## src/design/nfia_pkg.sv

```systemverilog
`default_nettype none

package nfia_pkg;

  localparam int WORD_W = 32;
  localparam int BIT_W  = 5;

  typedef logic [WORD_W-1:0] word_t;

  typedef struct packed {
    logic             found;
    logic [BIT_W-1:0] pos;
  } ffz_t;

endpackage

`default_nettype wire

```

## src/design/nfia_ffz.sv

```systemverilog
`default_nettype none

module nfia_ffz (
  input  nfia_pkg::word_t used,
  output nfia_pkg::ffz_t  hit
);

  // lowest clear bit of one bitmap word
  always_comb begin
    hit.found = 1'b0;
    hit.pos   = '0;
    for (int i = nfia_pkg::WORD_W - 1; i >= 0; i--) begin
      if (!used[i]) begin
        hit.found = 1'b1;
        hit.pos   = nfia_pkg::BIT_W'(i);
      end
    end
  end

endmodule

`default_nettype wire

```

## src/design/next_fit_id_allocator.sv

```systemverilog
// Next-fit identifier allocator.
// Command channel: start with op and release_index is taken when busy is low.
// op 0 allocates the first free identifier at or after the search pointer,
// wrapping to zero; op 1 frees release_index. Every command yields exactly one
// result: done pulses for one cycle with granted_index, ok and live_count.
// The bitmap lives in a memory of 32-bit words with one registered read port;
// a single find-first-zero unit inspects one word per visit, and each visit
// reads the word, then tests it and writes it back.
// An allocate visits k words, 1 <= k <= ceil(POOL_SIZE/32)+1; a free of an
// identifier inside the pool reads its word, then tests the bit and clears it
// if set; an allocate on a full pool or a free beyond the pool answers
// straight from idle without a read. busy is high for the whole search, and
// a new command may be accepted in the cycle that carries the strobe.
// Reset clears the pointer, the count and a per-word valid bit, so every word
// reads as free right after reset with no clearing pass. The receiver cannot
// stall: each result is shown for one cycle only.
`default_nettype none

module next_fit_id_allocator #(
  parameter int POOL_SIZE = 256
) (
  input  wire logic       clk,
  input  wire logic       rst,
  input  wire logic       start,
  output logic            busy,
  input  wire logic       op,
  input  wire logic [7:0] release_index,
  output logic            done,
  output logic [7:0]      granted_index,
  output logic            ok,
  output logic [8:0]      live_count
);

  localparam int WORD_W    = nfia_pkg::WORD_W;
  localparam int BIT_W     = nfia_pkg::BIT_W;
  localparam int NWORDS    = (POOL_SIZE + WORD_W - 1) / WORD_W;
  localparam int WADDR_W   = (NWORDS > 1) ? $clog2(NWORDS) : 1;
  localparam int FULL_W    = WADDR_W + BIT_W;
  localparam int CNT_W     = $clog2(POOL_SIZE + 1);
  localparam int LAST_BITS = POOL_SIZE - (NWORDS - 1) * WORD_W;
  localparam logic [WADDR_W-1:0] LAST_WORD = WADDR_W'(NWORDS - 1);
  localparam nfia_pkg::word_t TAIL_MASK =
    ~((nfia_pkg::word_t'(1) << LAST_BITS) - nfia_pkg::word_t'(1));

  localparam logic [2:0] ST_IDLE = 3'd0;
  localparam logic [2:0] ST_ARD  = 3'd1;
  localparam logic [2:0] ST_ACHK = 3'd2;
  localparam logic [2:0] ST_FRD  = 3'd3;
  localparam logic [2:0] ST_FCHK = 3'd4;

  logic [2:0]         state;
  logic [WADDR_W-1:0] cur_word;
  logic               first;
  logic [BIT_W-1:0]   rel_bit;
  logic [FULL_W-1:0]  ptr;
  logic [CNT_W-1:0]   count;
  logic [NWORDS-1:0]  word_valid;

  nfia_pkg::word_t mem [NWORDS];
  nfia_pkg::word_t rd_q;
  logic            rd_v_q;

  nfia_pkg::word_t raw;
  nfia_pkg::word_t low_mask;
  nfia_pkg::word_t scan;
  nfia_pkg::ffz_t  hit;
  logic [FULL_W-1:0] slot;
  logic [FULL_W:0]   slot_inc;
  logic [FULL_W-1:0] rel_full;
  logic              accept;
  logic              in_pool;
  logic              full;
  logic [CNT_W-1:0]  count_up;
  logic [CNT_W-1:0]  count_dn;
  logic [WADDR_W-1:0] word_inc;

  assign busy     = (state != ST_IDLE);
  assign accept   = start && !busy;
  assign rel_full = FULL_W'(release_index);
  assign in_pool  = 32'(release_index) < POOL_SIZE;
  assign full     = (count == CNT_W'(POOL_SIZE));
  assign count_up = count + CNT_W'(1);
  assign count_dn = count - CNT_W'(1);
  assign word_inc = (cur_word == LAST_WORD) ? '0 : cur_word + WADDR_W'(1);

  assign raw      = rd_v_q ? rd_q : '0;
  assign low_mask = first ? ((nfia_pkg::word_t'(1) << ptr[BIT_W-1:0]) - nfia_pkg::word_t'(1))
                          : '0;
  assign scan     = raw | low_mask | ((cur_word == LAST_WORD) ? TAIL_MASK : '0);
  assign slot     = {cur_word, hit.pos};
  assign slot_inc = {1'b0, slot} + (FULL_W+1)'(1);

  nfia_ffz u_ffz (
    .used (scan),
    .hit  (hit)
  );

  // bitmap word read
  always_ff @(posedge clk) begin
    rd_q   <= mem[cur_word];
    rd_v_q <= word_valid[cur_word];
  end

  // bitmap word write back
  always_ff @(posedge clk) begin
    if (state == ST_ACHK && hit.found) begin
      mem[cur_word] <= raw | (nfia_pkg::word_t'(1) << hit.pos);
    end else if (state == ST_FCHK && raw[rel_bit]) begin
      mem[cur_word] <= raw & ~(nfia_pkg::word_t'(1) << rel_bit);
    end
  end

  always_ff @(posedge clk) begin
    if (rst) begin
      state      <= ST_IDLE;
      ptr        <= '0;
      count      <= '0;
      word_valid <= '0;
      done       <= 1'b0;
      first      <= 1'b0;
    end else begin
      done <= 1'b0;
      case (state)
        ST_IDLE: begin
          if (accept) begin
            if (!op) begin
              if (full) begin
                done          <= 1'b1;
                granted_index <= 8'(POOL_SIZE - 1);
                ok            <= 1'b0;
                live_count    <= 9'(count);
              end else begin
                cur_word <= ptr[FULL_W-1:BIT_W];
                first    <= 1'b1;
                state    <= ST_ARD;
              end
            end else begin
              if (in_pool) begin
                cur_word <= rel_full[FULL_W-1:BIT_W];
                rel_bit  <= release_index[BIT_W-1:0];
                state    <= ST_FRD;
              end else begin
                done          <= 1'b1;
                granted_index <= release_index;
                ok            <= 1'b0;
                live_count    <= 9'(count);
              end
            end
          end
        end
        ST_ARD: begin
          state <= ST_ACHK;
        end
        ST_ACHK: begin
          if (hit.found) begin
            word_valid[cur_word] <= 1'b1;
            count         <= count_up;
            ptr           <= (slot_inc == (FULL_W+1)'(POOL_SIZE)) ? '0
                                                                 : slot_inc[FULL_W-1:0];
            done          <= 1'b1;
            granted_index <= 8'(slot);
            ok            <= 1'b1;
            live_count    <= 9'(count_up);
            state         <= ST_IDLE;
          end else begin
            cur_word <= word_inc;
            first    <= 1'b0;
            state    <= ST_ARD;
          end
        end
        ST_FRD: begin
          state <= ST_FCHK;
        end
        ST_FCHK: begin
          done          <= 1'b1;
          granted_index <= 8'({cur_word, rel_bit});
          if (raw[rel_bit]) begin
            count      <= count_dn;
            ok         <= 1'b1;
            live_count <= 9'(count_dn);
          end else begin
            ok         <= 1'b0;
            live_count <= 9'(count);
          end
          state <= ST_IDLE;
        end
        default: begin
          state <= ST_IDLE;
        end
      endcase
    end
  end

endmodule

`default_nettype wire

```

## config.mk

```make
export PLATFORM = sky130hd
export DESIGN_NAME = next_fit_id_allocator
export DESIGN_NICKNAME = d
export VERILOG_FILES = /design/src/design/nfia_pkg.sv /design/src/design/nfia_ffz.sv /design/src/design/next_fit_id_allocator.sv
export SDC_FILE = /design/constraint.sdc
export NUM_CORES = 1
export LEC_CHECK = 0
export ABC_CLOCK_PERIOD_IN_PS = 6900
export BUFFER_PORTS_ARGS = -buffer_cell sky130_fd_sc_hd__buf_4
export CORE_MARGIN = 2
export CORE_UTILIZATION = 60
export DETAILED_ROUTE_END_ITERATION = 8
export HOLD_SLACK_MARGIN = 0.08
export PLACE_DENSITY = 0.75
export SYNTH_ARGS = -nofsm -noshare
export SYNTH_HDL_FRONTEND = slang
export SYNTH_SLANG_ARGS = --single-unit
```

## constraint.sdc

```tcl
create_clock -name clk -period 6.9 [get_ports clk]
set_input_delay 1.035 -clock clk [delete_from_list [all_inputs] [get_ports clk]]
set_output_delay 1.035 -clock clk [all_outputs]
set_load 0.05 [all_outputs]
```

==> reports/qor.yml, run 1 <==
die_h_um: 163
maximum_level_of_the_cts_h_tree: 2
num-nets-final: 1253
timing.clock.skew_ns: 0.0200
pwr_density_nw_per_um2: 268
gp_congestion: 1.05
post_synth.cell_area_avg_um2: 12.4
timing.critical_path.from_type: "register"
yosys_register_bits: 345
post_drt_wl_per_cell_um: 25.9
crit_chain: "nor3_1 -> nand3_1 -> ha_1 -> and2_1 -> nand3_1 -> and3b_1 -> a211o_1 -> nor4_1 -> o21ai_0 -> nand2_1 -> a21oi_1 -> nor2_1 -> ha_1 -> ha_1 -> inv_1 -> o21ai_0"
start_util: 0.606
slew_viol_final: 0
leakage_nw: 5.56
final_cells: 1585
synth-seq-area-share: 0.641
grt_overflow_total: 0
design.portCount: 32
run_status: "complete, no violations"
route.detailed.vias_per_inst: 7.05
worstSetupPathType: "register to register"
hold_viol: 0
gr_util_all_layers: 0.310
tritoncts: "yes"
critical_path.max_fanout: 36
postCtsSetupRepairBufs: 0
grt_pass1_wl_um: 62000
final.period_utilization: 0.874
synth_area_um2: 15200
cts.repair.resized: 0
final.min_clock_period_ns: 6.03
final-setup-viol-count: 0
cts-root-to-sink-buffers: 3
postSynthNetCount: 1249
cap_violations: 0
dp_cells: 1522
cts.root.buffer_cell: "clkbuf_16"
num_vias: 11167
max-slew-margin-rel: 0.184
post_drt_antenna_nets: 0
tritoncts_num_sinks: 345
drive_above_1_share: 0.115
dpl-instance-area_um2: 15700
worst_path_dominant_cell_family: "simple AND/OR/NAND/NOR gates"
register_clock_pin_slew_on_the_reported_worst_setup_and_hold_paths_ns: 0.06
synth.distinct_cells: 88
hold_path_class: "register to register"
critical_path_arrival_ns: 6.23
grt_setup_unrepaired: "no"
drt_pass1_iterations: 6
route.final.wire_length_um: 41000
antenna_found_initial: 0
mostFrequentLayoutCell: "edfxtp_1"
fp.dieW_um: 163
via_count_of_the_first_global_routing_pass: 10405
timing.critical_path.slowest_cell_delay_ns: 1.01
path_common_cell: "ha_1"
syn_inst: 1225
worst_skew_pair_latency_ns: 0.52
die-area_um2: 26600
n_fill_cell: 1826
most-common-layout-cells: "282 x edfxtp_1, 141 x a22oi_1, 82 x nand2_1, 70 x nor2_1, 62 x dfxtp_1"
top_flip_flop_cell_by_instance_count_after_synthesis: "edfxtp_1"
yosysWarningCount: 0
detailroute.wirelength.met3_um: 4550
detail_route.iter0.violations: 1748
tightest_slew_ns: 1.22
critical_path_required_ns: 7.10
grt_start_max_net_pins: 38
core_area_um2: 25000
antenna-diode-count: 0
detailroute.wirelength.met2_um: 18800
endpoint_kind: "register"
synthToLayoutAreaGrowth_pct: 10.5
synth-edff-count: 282
worstPathBufferInverterCount: 1
placement.io_buffers: 31
post-dp-hpwl_um: 25500
top_layer: "met4"
design_area_um2: 16800
tritoncts.num_buffers: 35
drcViolationCount: 0
final.setup.tns_ns: 0
cts-hold-fix-buffers: 0
synth_async_sr_flop_share: 0
worst_ir_drop_vdd_mv: 0.251
wirelength_met1_um: 16700
fmax_mhz: 166
number_of_placement_rows: 58
crit_path_top_delay_cell: "dfxtp_1"
[sequential cells by signal (all words and copies together), names as in the netlist, 3 cells and up]
register and count:
ptr 8, live_count 9, cur_word 3, mem 256, rd_q 32, word_valid 8, granted_index 8, state 3
rel_bit 5, count 9
[synth_stat cells, types with 9 or more instances]
master,number,area share
edfxtp_1,282,0.56
a22oi_1,141,0.070
nand2_1,82,0.020
nor2_1,73,0.018
dfxtp_1,63,0.083
clkbuf_1,51,0.013
o21ai_0,49,0.016
a21oi_1,42,0.014
nand4_1,40,0.016
o22ai_1,30,0.012
buf_2,28,0.0092
nand3_1,22,0.0073
a31oi_1,18,0.0074
inv_1,18,0.0045
nor3_1,18,0.0059
and3_1,17,0.0070
a211oi_1,14,0.0069
ha_1,12,0.0099
or3_1,12,0.0049
xnor2_1,12,0.0069
nand3b_1,11,0.0054
nor2b_1,11,0.0045
and2_1,9,0.0037
o211ai_1,9,0.0045
[metrics by stage]
step                hold slack [ns]  power, mW  worst slack, ns   util
floorplan                     0.437       2.63            0.597      -
global placement              0.449       2.76             1.16  0.628
detailed placement            0.457       2.77             1.06  0.628
CTS                           0.465       4.49             1.04  0.670
global route                  0.493       4.62            0.379  0.670
finish                        0.465       4.49            0.871  0.670
[tightest hold or removal path: cells and delay by family, from the launching register on]
family,cells,cell delay [ns]
DFF,1,0.32
AOI/OAI and AO/OA,1,0.06
and+or+nand+nor,1,0.06
[worst paths after layout]
path	to	start	cells past startpoint	slack (ns)
max	mem[2][7]	ptr[2]	16	0.87
min	rd_q[2]	mem[0][2]	2	0.47
max reg2reg	mem[2][7]	ptr[2]	16	0.87
min reg2reg	rd_q[2]	mem[0][2]	2	0.47
[final cells by class]
class                      count  area [µm²]  share of cell area
clock buffer                  52         991              0.0591
clock inverter                11        71.3             0.00425
inverter                      19        71.3             0.00425
multi-input combinational    773        5090               0.303
sequential                   345        9730               0.580
tap                          330         413              0.0246
timing repair buffer          55         413              0.0246
[logic make-up (layout without fill, tap and decap cells)]
logic type	after synthesis	in the layout	share of synthesized area
AOI/OAI and AO/OA	389	389	0.181
xor gates and xnor gates	16	16	0.00923
adders and majority gates	12	12	0.00989
buffers and inverters	107	137	0.0312
DFF	345	345	0.641
muxes	6	6	0.00495
and+or+nand+nor	350	350	0.122
[power breakdown]
group	internal, mW	switching, mW
Sequential	2.30	0.0724
Clock	1.00	0.759
Combinational	0.117	0.243
[layer usage]
metal | up-vias | GRT usage
li1 | 4862 | -
met1 | 5453 | 0.461
met2 | 752 | 0.475
met3 | 100 | 0.0515
met4 | 0 | 0.0953
met5 | - | 0
Note: power is estimated with default switching activity, not from simulation.
==> inputs of run 2 (changes only) <==
--- a/config.mk
+++ b/config.mk
@@ -8,10 +8,10 @@
 export ABC_CLOCK_PERIOD_IN_PS = 6900
 export BUFFER_PORTS_ARGS = -buffer_cell sky130_fd_sc_hd__buf_4
 export CORE_MARGIN = 2
-export CORE_UTILIZATION = 60
+export CORE_UTILIZATION = 40
 export DETAILED_ROUTE_END_ITERATION = 8
 export HOLD_SLACK_MARGIN = 0.08
-export PLACE_DENSITY = 0.75
+export PLACE_DENSITY = 0.53
 export SYNTH_ARGS = -nofsm -noshare
 export SYNTH_HDL_FRONTEND = slang
 export SYNTH_SLANG_ARGS = --single-unit
==> run 2 against run 1 <==
Sequential share of layout area shrank 1.0 points. Fmax grew 3.9%. Hold slack better by 0.0015 ns. Critical path depth down 1. Clock-buffer cell count is 1 higher. Routed wire length is 12% higher. Via count down 1.8%. Combinational power increased by 5%. Register-to-register slack better by 0.23 ns. Cell count rose by 12%. Setup slack better by 0.23 ns. Largest cell class unchanged.
==> reports/qor.yml, run 2 (same netlist as run 1, synthesis figures left out) <==
drt_pass1_iterations: 5  # -1
cap_violations: 0  # unchanged
path_common_cell: "o21ai_0"
crit_path_top_delay_cell: "dfxtp_1"
drcViolationCount: 0  # unchanged
cell_count_of_the_worst_hold_path: 2  # unchanged
critical_path.max_fanout: 29  # -19%
post-dp-hpwl_um: 27900  # +9.1%
cts.root.buffer_cell: "clkbuf_16"
dpl-instance-area_um2: 16000  # +1.6%
final_cells: 1775  # +12%
route.detailed.vias_per_inst: 6.18  # -12%
tritoncts: "yes"
pwr_density_nw_per_um2: 269  # +0.31%
post-layout-total-power_mw: 4.59  # +2.1%
cts-root-to-sink-buffers: 3  # unchanged
detail_route.iter0.violations: 1191  # -32%
drive_above_1_share: 0.119  # +0.00393
timing.critical_path.slowest_cell_delay_ns: 0.92  # -0.09 ns
post_drt_wl_per_cell_um: 25.9  # about the same
power.share.switching: 0.248  # +0.00951
worst_skew_pair_latency_ns: 0.56  # +0.04 ns
gp_congestion: 0.995  # -4.9%
final.min_clock_period_ns: 5.80  # -0.227 ns
postCtsSetupRepairBufs: 0  # unchanged
antenna-diode-count: 0  # unchanged
tightest_slew_ns: 0.994  # -0.223 ns
worst_ir_drop_vdd_mv: 0.172  # -32%
cts.repair.resized: 0  # unchanged
slew_viol_final: 0  # unchanged
via_count_of_the_first_global_routing_pass: 10365  # -0.38%
fp.dieW_um: 199  # +22%
design.portCount: 32  # unchanged
r2r_cells: 15  # -1
fraction_of_power_consumed_by_combinational_cells: 0.082  # +0.002
largest_reg_flops: 256  # unchanged
reg_power_frac: 0.519  # -0.010
maximum_level_of_the_cts_h_tree: 2  # unchanged
most-common-layout-cells: "282 x edfxtp_1, 141 x a22oi_1, 82 x nand2_1, 70 x nor2_1, 62 x dfxtp_1"
gr_util_all_layers: 0.235  # -0.0755
grt_setup_unrepaired: "no"
synthToLayoutAreaGrowth_pct: 12.5
start_util: 0.405  # -0.201
biggestRegsByFlops: "mem (256), rd_q (32)"
cts-hold-fix-buffers: 0  # unchanged
power.internal_mw: 3.45  # +0.86%
core_area_um2: 37500  # +50%
num-nets-final: 1259  # +0.48%
crit_chain: "nor2_1 -> nand2_1 -> ha_1 -> nand2b_1 -> o22ai_1 -> nand3_1 -> o211a_1 -> nor4_1 -> o21ai_0 -> nand2_1 -> a21oi_1 -> nor2_1 -> ha_1 -> o21ai_0 -> o21ai_0"
antenna_found_initial: 0  # unchanged
tritoncts_num_sinks: 345  # unchanged
final.setup.tns_ns: 0  # unchanged
fmax_mhz: 172  # +3.9%
leakage_nw: 5.60  # +0.80%
p_sw_mw: 1.14  # +6.2%
grt_overflow_total: 0  # unchanged
hold_viol: 0  # unchanged
power_frac_clock: 0.399  # +0.008
post_drt_antenna_nets: 0  # unchanged
final-setup-viol-count: 0  # unchanged
max-slew-margin-rel: 0.335  # +0.151
design_area_um2: 17100  # +1.8%
num_vias: 10965  # -1.8%
timing.clock.skew_ns: 0.0119  # -0.00813 ns
mostFrequentLayoutCell: "edfxtp_1"
grt_start_max_net_pins: 43  # +13%
final.period_utilization: 0.841  # -0.0328
worstSetupPathType: "register to register"
endpoint_kind: "register"
placement.io_buffers: 31  # unchanged
largest_reg_by_ff_count: "mem"
tritoncts.num_buffers: 37  # +5.7%
grt_pass1_wl_um: 68000  # +9.6%
route.final.wire_length_um: 45900  # +12%
run_status: "complete, no violations"
register_clock_pin_slew_on_the_reported_worst_setup_and_hold_paths_ns: 0.07  # about the same
number_of_placement_rows: 71  # +22%
critical_path_arrival_ns: 6.02  # -0.21 ns
post-route-util: 0.456  # -0.214
hold_path_class: "register to register"
die-area_um2: 39500  # +49%
critical_path_required_ns: 7.12  # +0.02 ns
dp_cells: 1707  # +12%
die_h_um: 199  # +22%
timing.critical_path.from_type: "register"
run 2: path summary, 6_finish.rpt:
check	from	slack (ns)	end
hold reg to reg	mem[1][15]	0.47	rd_q[15]
hold / removal	mem[1][15]	0.47	rd_q[15]
setup / recovery	ptr[0]	1.10	mem[7][1]
setup reg to reg	ptr[0]	1.10	mem[7][1]
run 2: power groups by stage:
stage	Combinational (mW)	Sequential, mW	Clock, mW
after CTS	0.372	2.38	1.87
after detailed placement	0.370	2.42	0
after global placement	0.370	2.42	0
after global routing	0.407	2.38	1.94
after floorplan	0.248	2.39	0
final	0.376	2.38	1.83
run 2: critical path, delay by kind of cell, from the launching register on:
family                   cells  cell delay, ns
AO/OA/AOI/OAI                6            2.10
adder cells (fa/ha/maj)      2            0.99
flip-flops                   1            0.92
AND/OR/NAND/NOR              7            1.46
run 2: layout make-up:
class | instances | area, µm²
clock buffer | 53 | 1010
fill | 3472 | 20400
multi-input combinational | 773 | 5090
sequential | 345 | 9730
inverter | 19 | 71.3
clock inverter | 15 | 104
timing repair buffer | 59 | 443
tap | 511 | 639
run 2: stage by stage:
step                hold WS, ns  setup slack (ns)
floorplan                 0.437             0.597
global placement          0.449              1.51
detailed placement        0.457              1.30
CTS                       0.472              1.24
global route              0.484             0.651
finish                    0.467              1.10
run 2: metal layers:
metal / global-route usage / wire length (µm) / vias up
met2: 0.346 / 19800 / 501
met5: 0 / 0 / -
met4: 0.0984 / 1680 / 0
li1: - / - / 4876
met1: 0.337 / 20900 / 5502
met3: 0.0487 / 3610 / 86
==> inputs of run 3 (changes only) <==
--- a/config.mk
+++ b/config.mk
@@ -5,7 +5,7 @@
 export SDC_FILE = /design/constraint.sdc
 export NUM_CORES = 1
 export LEC_CHECK = 0
-export ABC_CLOCK_PERIOD_IN_PS = 6900
+export ABC_CLOCK_PERIOD_IN_PS = 5790
 export BUFFER_PORTS_ARGS = -buffer_cell sky130_fd_sc_hd__buf_4
 export CORE_MARGIN = 2
 export CORE_UTILIZATION = 40
==> constraint.sdc (replaced) <==
create_clock -name clk -period 5.79 [get_ports clk]
set_input_delay 0.8685 -clock clk [delete_from_list [all_inputs] [get_ports clk]]
set_output_delay 0.8685 -clock clk [all_outputs]
set_load 0.05 [all_outputs]
==> run 3 against run 2 <==
Fmax increased by 12%. Global-route usage is 0.12 points lower. Register-to-register slack got worse by 0.48 ns. Clock skew is 0.0011 ns lower. Die area is the same. Largest power group unchanged.
==> reports/qor.yml, run 3 (same netlist as run 1, synthesis figures left out) <==
grt_start_max_net_pins: 37  # -14%
mostFrequentLayoutCell: "edfxtp_1"
final.min_clock_period_ns: 5.18  # -0.625 ns
core_area_um2: 37500  # unchanged
max-slew-margin-rel: 0.317  # -0.0175
die_h_um: 199  # unchanged
synthToLayoutAreaGrowth_pct: 13.5
design_area_um2: 17200  # +0.86%
fmax_mhz: 193  # +12%
reg_to_reg_slack_setup_ns: 0.61  # -0.48 ns
cts-hold-fix-buffers: 0  # unchanged
post_drt_wl_per_cell_um: 25.5  # -1.5%
hold_path_class: "register to register"
tightest_slew_ns: 1.02  # +0.0299 ns
register_clock_pin_slew_on_the_reported_worst_setup_and_hold_paths_ns: 0.06  # about the same
drive_above_1_share: 0.125  # +0.00603
crit_path_top_delay_cell: "o22ai_1"
n_fill_cell: 3430  # -1.2%
largest_reg_by_ff_count: "mem"
critical_path.startpoint: "ptr[2]"
cap_violations: 0  # unchanged
placement.io_buffers: 31  # unchanged
route.final.wire_length_um: 45500  # -0.86%
grt_overflow_total: 0  # unchanged
number_of_placement_rows: 71  # unchanged
die-area_um2: 39500  # unchanged
cts.repair.resized: 0  # unchanged
num-nets-final: 1271  # +0.95%
critical_path_required_ns: 6.05  # -1.07 ns
postCtsSetupRepairBufs: 0  # unchanged
critical_path_arrival_ns: 5.44  # -0.58 ns
dpl-instance-area_um2: 16100  # +0.56%
cts-root-to-sink-buffers: 3  # unchanged
critical_path.max_fanout: 32  # +10%
endpoint_kind: "register"
final-setup-viol-count: 0  # unchanged
tritoncts: "yes"
post-dp-hpwl_um: 27600  # -1.0%
worstSetupPathType: "register to register"
regToRegStartpoint: "ptr[2]"
pwr_density_nw_per_um2: 323  # +20%
biggestRegsByFlops: "mem (256), rd_q (32)"
detail_route.iter0.violations: 1272  # +6.8%
timing.clock.skew_ns: 0.0108  # -0.00112 ns
worstReg2RegEnd: "mem[7][24]"
r2r_cells: 15  # unchanged
drcViolationCount: 0  # unchanged
timing.critical_path.from_type: "register"
worst_skew_pair_latency_ns: 0.55  # about the same
maximum_level_of_the_cts_h_tree: 2  # unchanged
slew_viol_final: 0  # unchanged
via_count_of_the_first_global_routing_pass: 10288  # -0.74%
cts.root.buffer_cell: "clkbuf_16"
final.setup.tns_ns: 0  # unchanged
hold_viol: 0  # unchanged
run_status: "complete, no violations"
crit_chain: "nor3_1 -> nand3_1 -> ha_1 -> and4_1 -> a311o_1 -> or2_2 -> a211oi_1 -> a211oi_1 -> o21ai_0 -> nand2_1 -> a21oi_1 -> or2_2 -> ha_1 -> o21ai_0 -> o22ai_1"
worst_setup_path_endpoint: "mem[7][24]"
hp-start: "mem[5][31]"
leakage_nw: 5.68  # +1.4%
gp_congestion: 0.966  # -3.0%
grt_pass1_wl_um: 68100  # +0.20%
tritoncts_num_sinks: 345  # unchanged
largest_reg_flops: 256  # unchanged
start_util: 0.405  # unchanged
most-common-layout-cells: "282 x edfxtp_1, 141 x a22oi_1, 82 x nand2_1, 71 x buf_4, 70 x nor2_1"
antenna_found_initial: 0  # unchanged
route.detailed.vias_per_inst: 6.11  # -1.1%
post_drt_antenna_nets: 0  # unchanged
final.period_utilization: 0.894  # +0.0532
gr_util_all_layers: 0.234  # -0.00122
grt_setup_unrepaired: "no"
fp.dieW_um: 199  # unchanged
tritoncts.num_buffers: 37  # unchanged
drt_pass1_iterations: 5  # unchanged
timing.critical_path.slowest_cell_delay_ns: 0.62  # -0.30 ns
design.portCount: 32  # unchanged
worst_ir_drop_vdd_mv: 0.266  # +55%
num_vias: 10908  # -0.52%
antenna-diode-count: 0  # unchanged
## run 3: cell count changes in the layout (fill, tap and decap cells not counted), moves of 2 or more
cell	change
clkinv_2	-6
clkinv_1	+3
buf_4	+12
clkbuf_8	+2
bufinv_16	+2
## run 3: area by class of cell
class | count | area [µm²] | share of cell area
timing repair buffer | 71 | 533 | 0.0309
inverter | 19 | 71.3 | 0.00414
sequential | 345 | 9730 | 0.565
multi-input combinational | 773 | 5090 | 0.295
clock buffer | 54 | 1030 | 0.0598
clock inverter | 13 | 136 | 0.00792
tap | 511 | 639 | 0.0371
## run 3: per-stage QoR
stage               cells  power [mW]  setup slack, ns  hold WS [ns]  utilization
floorplan            1225        3.14           0.0818         0.437            -
global placement     1719        3.33            0.760         0.448        0.428
detailed placement   1719        3.33            0.698         0.458        0.428
CTS                  1786        5.60            0.671         0.466        0.460
global route         1786        5.74            0.203         0.483        0.460
finish               1786        5.56            0.613         0.465        0.460
## run 3: worst max-delay path, delay by kind of cell (launching register included)
family                   cells  cell delay (ns)
adder cells (fa/ha/maj)      2             0.73
flip-flops                   1             0.39
AND/OR/NAND/NOR              6             1.62
AO/OA/AOI/OAI                7             2.16
## run 3: metal layers
metal	global-route usage	wire length, µm	vias to the layer above
met3	0.0417	3280	77
met2	0.359	20600	462
li1	-	-	4879
met1	0.336	20500	5490
met5	0	0	-
met4	0.0760	1230	0
## run 3: where the power goes
part           total [mW]  switching, mW  internal, mW
logic               0.449          0.304         0.145
registers            2.84         0.0926          2.74
clock network        2.27          0.942          1.33
## run 3: worst min-delay path by stage
stage,cells past startpoint,endpoint
after floorplan,2,word_valid[1]
after global placement,2,word_valid[3]
after detailed placement,2,word_valid[3]
after CTS,2,rd_q[18]
after global routing,1,rel_bit[1]
final,2,rd_q[31]
